--- src/hdl/multiset_intersection_counter_defines.svh ---
// ----------------------------------------------------------------------------
// multiset intersection counter assertion macros
// shared concurrent assertion forms used by the rtl modules
// ----------------------------------------------------------------------------
`ifndef MULTISET_INTERSECTION_COUNTER_DEFINES_SVH
`define MULTISET_INTERSECTION_COUNTER_DEFINES_SVH

// same-cycle implication, disabled during reset
`define MSIC_ASSERT_IMP(label, clk, rst_n, ante, cons, msg) \
    label: assert property (@(posedge clk) disable iff (!(rst_n)) (ante) |-> (cons)) \
        else $error(msg);

// next-cycle implication, disabled during reset
`define MSIC_ASSERT_NXT(label, clk, rst_n, ante, cons, msg) \
    label: assert property (@(posedge clk) disable iff (!(rst_n)) (ante) |=> (cons)) \
        else $error(msg);

`endif

--- src/hdl/msic_pkg.sv ---
// ----------------------------------------------------------------------------
// msic_pkg
// shared constants, codes and structs of the multiset intersection counter
// ----------------------------------------------------------------------------
package msic_pkg;

    localparam int ENTRIES    = 256;
    localparam int COUNT_BITS = 16;
    localparam int KEY_W      = 32;
    localparam int IDX_W      = $clog2(ENTRIES);

    localparam logic [COUNT_BITS-1:0] COUNT_MAX = '1;
    localparam logic [COUNT_BITS-1:0] COUNT_ONE = COUNT_BITS'(1);

    // item mode codes
    localparam logic [1:0] MODE_LOAD  = 2'd0;
    localparam logic [1:0] MODE_PROBE = 2'd1;
    localparam logic [1:0] MODE_CLEAR = 2'd2;

    // scan status handed from cell to cell
    typedef struct packed {
        logic             active;
        logic             found;
        logic             free_seen;
        logic [IDX_W-1:0] free_idx;
    } scan_t;

    // command broadcast to every cell
    typedef struct packed {
        logic [KEY_W-1:0] key;
        logic             load;
        logic             probe;
        logic             clear;
        logic             alloc_en;
        logic [IDX_W-1:0] alloc_idx;
    } cmd_t;

endpackage

--- src/hdl/msic_cell.sv ---
// ----------------------------------------------------------------------------
// msic_cell
// one table entry: key, count and valid, plus one stage of the scan chain
// ----------------------------------------------------------------------------
`include "multiset_intersection_counter_defines.svh"

module msic_cell import msic_pkg::*; (
    input  logic             aclk,
    input  logic             aresetn,
    input  logic [IDX_W-1:0] cell_idx,
    input  cmd_t             cmd,
    input  scan_t            scan_in,
    output scan_t            scan_out
);

    logic                  valid_reg, valid_next;
    logic [KEY_W-1:0]      key_reg, key_next;
    logic [COUNT_BITS-1:0] count_reg, count_next;
    scan_t                 scan_reg, scan_next;
    logic                  match;
    logic                  sel_alloc;

    assign match     = valid_reg && (key_reg == cmd.key);
    assign sel_alloc = cmd.alloc_en && (cmd.alloc_idx == cell_idx);

    always_comb begin
        valid_next = valid_reg;
        key_next   = key_reg;
        count_next = count_reg;
        priority if (cmd.clear) begin
            valid_next = 1'b0;
        end else if (sel_alloc) begin
            valid_next = 1'b1;
            key_next   = cmd.key;
            count_next = COUNT_ONE;
        end else if (scan_in.active && match) begin
            if (cmd.load) begin
                if (count_reg != COUNT_MAX) begin
                    count_next = count_reg + COUNT_ONE;
                end
            end else if (cmd.probe && (count_reg != '0)) begin
                count_next = count_reg - COUNT_ONE;
                if (count_reg == COUNT_ONE) begin
                    valid_next = 1'b0;
                end
            end
        end else begin
            // entry holds
        end
    end

    // status for the next cell
    always_comb begin
        scan_next = scan_in;
        if (scan_in.active) begin
            if (match) begin
                scan_next.found = 1'b1;
            end
            if (!valid_reg && !scan_in.free_seen) begin
                scan_next.free_seen = 1'b1;
                scan_next.free_idx  = cell_idx;
            end
        end
    end

    always_ff @(posedge aclk) begin
        if (!aresetn) begin
            valid_reg <= 1'b0;
            scan_reg  <= '0;
        end else begin
            valid_reg <= valid_next;
            scan_reg  <= scan_next;
        end
    end

    always_ff @(posedge aclk) begin
        key_reg   <= key_next;
        count_reg <= count_next;
    end

    assign scan_out = scan_reg;

    `MSIC_ASSERT_IMP(a_count_nonzero, aclk, aresetn, valid_reg, count_reg != '0, "valid entry with zero count")
    `MSIC_ASSERT_NXT(a_clear_empties, aclk, aresetn, cmd.clear, !valid_reg, "entry survived a clear")
    `MSIC_ASSERT_NXT(a_valid_quiet, aclk, aresetn, !scan_in.active && !cmd.clear && !cmd.alloc_en, $stable(valid_reg), "valid changed without a command")

endmodule

--- config.mk ---
export PLATFORM = sky130hd
export DESIGN_NAME = msic_cell
export DESIGN_NICKNAME = d
export VERILOG_FILES = /design/src/hdl/msic_pkg.sv /design/src/hdl/msic_cell.sv
export VERILOG_INCLUDE_DIRS = /design/src /design/src/hdl
export SDC_FILE = /design/constraint.sdc
export NUM_CORES = 1
export LEC_CHECK = 0
export ABC_AREA = 1
export BUFFER_PORTS_ARGS = -buffer_cell sky130_fd_sc_hd__buf_2
export CORE_MARGIN = 8
export CORE_UTILIZATION = 60
export CTS_CLUSTER_DIAMETER = 30
export DETAILED_ROUTE_END_ITERATION = 6
export MAX_ROUTING_LAYER = met4
export PLACE_DENSITY = 0.85
export REMOVE_ABC_BUFFERS = 1
export SETUP_SLACK_MARGIN = 0.02
export SYNTH_ARGS = -nofsm -noshare
export SYNTH_HDL_FRONTEND = slang
export SYNTH_SLANG_ARGS = --single-unit
--- constraint.sdc ---
create_clock -name aclk -period 7.8 [get_ports aclk]
set_clock_uncertainty 0.15 [all_clocks]
set_input_delay 0.78 -clock aclk [delete_from_list [all_inputs] [get_ports aclk]]
set_output_delay 0.78 -clock aclk [all_outputs]
set_load 0.01 [all_outputs]
**Word-level counts from Yosys, hierarchy flattened**

Index checks and enable logic that the tools add are counted.

- Bits in registers: 60
- Input bits: 65
- Output and inout port bits: 11
- Word-level logic and storage cells: 45

- Add/subtract/negate cells: 2
- Equal/unequal tests: 6
- Mux-type cells: 12
- Bitwise operators: 2
- Reductions and logical operators: 16

Operators by type and width:

| cell | count |
|---|---|
| two-way mux 16 bit | 4 |
| equality test 32 bit | 1 |
| adder 16 x 1 -> 16 bit, second input constant | 1 |
| equality test 16 x 1 -> 1 bit, second input constant | 1 |
| != test 16 bit, second input constant | 1 |
| nonzero test 16 bit | 1 |
| subtractor 16 x 1 -> 16 bit, second input constant | 1 |
| two-way mux 10 bit | 1 |
| two-way mux 9 bit | 1 |
| equality test 8 bit | 1 |
| AND reduction 4 bit | 2 |
| two-way mux 1 bit | 6 |
| nonzero test 2 bit | 3 |
| logical AND 1 bit | 5 |
| != test 3 x 1 -> 1 bit, second input constant | 1 |
| nonzero test 3 bit | 1 |
| zero test 1 bit | 2 |
| != test 2 x 1 -> 1 bit, second input constant | 1 |
| inverter 1 bit | 2 |
| AND reduction 2 bit | 1 |
| OR reduction 2 bit | 1 |

**Depth between registers and ports, before layout**

- Word-level depth: 6
- Depth in mapped cells: 11

**Worst setup path after synthesis**

OpenSTA, ideal clock, no wires.

- Path kind: input -> register
- Start: input cell_idx[4]
- End: register count_reg[0], enable pin
- Library setup time: 372 ps
- Arrival: 3262 ps
- Data required time: 7278 ps
- Path slack: 4017 ps
- Cell stages on the path: 8
- Buffers on the path: 0
- Cell sequence: inv_1 -> or2_2 -> nand3_1 -> nor3_1 -> nand4_1 -> nor2_1 -> inv_1 -> nand2_1

- Word-level cells in the longest chain between the ends: 4

Ends and longest elaborated chain:

| what | line | text |
|---|---|---|
| start, declared | msic_cell.sv:10 | `input logic [IDX_W-1:0] cell_idx,` |
| equality test 8 bit * | msic_cell.sv:24 | `assign sel_alloc = cmd.alloc_en && (cmd.alloc_idx == cell_idx);` |
| logical AND 1 bit * | msic_cell.sv:24 |  |
| != test 3 x 1 -> 1 bit (no source line) (tied with other cells) | -- |  |
| AND reduction 4 bit (no source line) * | -- |  |
| end signal, assigned | msic_cell.sv:78 | `count_reg <= count_next;` |
| end, declared | msic_cell.sv:18 | `logic [COUNT_BITS-1:0] count_reg, count_next;` |

Mark *: on every way between the ends. The rest lies on a longest branch, timed or not.
A chain may end at the register's enable or synchronous reset.

**Worst setup path in the final report**

- Start: input cell_idx[2]
- End: register count_reg[11], enable pin

Same word-level chain as after synthesis.

==> flow_summary.ini <==
[worst_setup_path]
path_max_fanout = 33
crit_required_ns = 7.63
path_delay_family = simple AND/OR/NAND/NOR gates
slowest_stage = nand2_1
cpPeakStageDelay_ns = 0.52
reg2reg_depth = 10
r2r-end = count_reg[11]$_SDFFCE_PP0P_
critPathBufInv = 3
cp-start-kind = input port
cp_common_cell = nand2_1
timing.rr.start = count_reg[0]$_SDFFCE_PP1P_
crit_type = input port to flop
cp.arrival_ns = 2.96
cp-end-kind = flop
crit_path_cell_trace = buf_2 -> xnor2_1 -> nand2_1 -> nor3_1 -> nand4_1 -> nor2_2 -> buf_4 -> inv_1 -> nand2_1
ff2ff_setup_slack_ns = 5.41

[timing]
maxSlewViolCount = 0
relSlewSlack = 0.5505
period_needed_ns = 3.137
hold_viol_final = 0
fin_setup_tns_ns = 0
fmax_mhz = 318.8
worstMarginPinSlew_ns = 0.6726
fin_crit_sh = 0.4021
setup_viol = 0
rsz0062_at_grt = no

[clocking]
ctsResizeCount = 0
post-cts-setup-buffers = 0
cts-htree-levels = 3
tritoncts = yes
numClockSinks = 60
holdBufCountCts = 0
clk_latency_ns = 0.35
path_clk_slew_ns = 0.07
cts-root-buf = clkbuf_8
numCtsBuffers = 9
clock_path_buffers = 2

[cells_and_area]
layout_commonest_cell = nand2_1
utilization = 0.7300
instances_no_fill = 641
diodes = 0
largest_reg_flops = 32
drive_gt1_frac = 0.2332
area_growth_pct = 17.00
fill_cells = 473
mostFrequentLayoutCells = nand2_1 (126), inv_1 (81), buf_2 (75), nor2_1 (56), edfxtp_1 (48)
nets = 630

[detailed_routing]
route.detailed.drc = 0
vias = 3348
vias_per_cell = 5.223
finalWirelength_um = 8786
drtAntennaViolNets = 0
dr.pass1.iters = 4
detail_route.wl_per_cell_um = 13.71
drt_iter0_drc = 188

[global_route]
grtUsageTotal = 0.2165
overflow = 0
grt_pass1_vias = 3329
grt_max_degree = 34
grt_pass1_wl_um = 14810
antenna_found_initial = 0

[yosys]
synth_warnings = 0
syn_area_um2 = 3716
yosysTopAreaCell = edfxtp_1
synth_seq_cells = 60
synth_top_flop_cell = edfxtp_1
synth_compound_area_frac = 0.08721
yosys-mux-area-fraction = 0
ys_seq_area_frac = 0.4525
yosys.area.top_type_share = 0.3879
synthAdderAreaFrac = 0.01347
syn_area_per_cell_um2 = 7.710
synth_top_family_by_area = simple AND/OR/NAND/NOR gates
synthSimpleGateAreaFrac = 0.3108
postSynth.asyncResetShare = 0
synth_cells = 482
synth_area_leaders = edfxtp_1 (39%), nand2_1 (13%), inv_1 (8.2%), dfxtp_1 (6.5%), nor2_1 (5.8%)
synth_edf_count = 48
synth_cell_types = 36
synthXorXnorAreaFrac = 0.03771

[floorplanning]
die_h_um = 94.70
start_util = 0.6239
die_x_um = 94.70
rows = 28
coreArea_um2 = 5956
io_pins = 76
die_area_um2 = 8968

[place]
placed_cells = 625
io_buffers = 75
gp_congestion = 0.8787
place.detailed.hpwl_um = 6760

[pwr]
power_uw = 704.5
cellLeakagePower_nw = 2.059
ir_drop_mv = 0.1327
p_per_area_nw_per_um2 = 162.0

[min_path]
holdPathEnd = valid_reg$_SDFFE_PP0P_
whs_path_depth = 2
hold_path_class = flop to flop
min-delay-start = valid_reg$_SDFFE_PP0P_

[job]
maxCapViolations = 0

[outcome]
outcome = completed
[cell type report]
class                      count  area (um2)  share of cell area
inverter                      85       319.1             0.07338
clock inverter                 7       75.07             0.01727
clock buffer                   9       123.9             0.02849
timing repair buffer          76       382.9             0.08806
multi-input combinational    329        1672              0.3845
sequential                    60        1682              0.3868
tap                           75       93.84             0.02158
[routing by layer]
| metal | vias up | track usage | routed length (um) |
|---|---|---|---|
| li1 | 1701 | - | - |
| met5 | - | - | 0 |
| met1 | 1523 | 0.2335 | 3499 |
| met3 | 19 | 0.05714 | 510 |
| met4 | 0 | 0.09883 | 219 |
| met2 | 105 | 0.3650 | 4555 |
[power by group]
group | switching (mW) | leakage (nW) | total [mW] | internal [mW]
clock | 0.137 | 0.0935 | 0.286 | 0.148
combinational | 0.0396 | 1.43 | 0.0690 | 0.0295
sequential | 0.00127 | 0.534 | 0.350 | 0.349
total | 0.178 | 2.06 | 0.704 | 0.526
[worst max-delay path by stage]
stage / start / to / slack, ns / cells past startpoint
final: cell_idx[2] / count_reg[11]$_SDFFCE_PP0P_ / 4.66 / 9
after CTS: cell_idx[2] / count_reg[11]$_SDFFCE_PP0P_ / 4.66 / 9
after global placement: cell_idx[2] / count_reg[1]$_SDFFCE_PP0P_ / 4.38 / 9
after global routing: cell_idx[4] / count_reg[11]$_SDFFCE_PP0P_ / 4.47 / 10
after floorplan: cell_idx[4] / count_reg[0]$_SDFFCE_PP1P_ / 3.82 / 8
after detailed placement: cell_idx[2] / count_reg[4]$_SDFFCE_PP0P_ / 4.29 / 9
[kinds of logic after synthesis]
family                     after synthesis
and+or+nand+nor                        252
DFF                                     60
AOI/OAI and AO/OA                       57
buffers and inverters                   93
adders and majority gates                4
xor gates and xnor gates                16
[cell usage after synthesis, types with 3 or more instances]
library cell / number
nor2_2: 5
nand3_2: 3
nor3b_1: 3
nand3_1: 16
ha_1: 4
nor3_1: 5
xor2_1: 11
or2_2: 8
nor2_1: 57
edfxtp_1: 48
dfxtp_1: 12
inv_2: 4
nor3_2: 4
nand2_1: 126
nand2_2: 5
nand4_1: 13
o21ai_1: 5
inv_1: 81
buf_2: 4
nor2_4: 4
xnor2_1: 5
a21oi_1: 23
a21oi_2: 3
o21ai_0: 20
[stage by stage]
stage                     instance area, um2  setup WS [ns]  hold slack [ns]
after global routing                    4348          4.472           0.4015
after CTS                               4348          4.656           0.3608
after global placement                  4149          4.379           0.3124
final                                   4348          4.663           0.3624
after detailed placement                4149          4.292           0.3506
after floorplan                         3670          3.823           0.2977
[worst min-delay path, cell delays in order, from the launching register on]
cell,delay [ns]
dfxtp_1,0.34
nand2_1,0.07
a21oi_1,0.06
(Power assumes the default switching activity.)
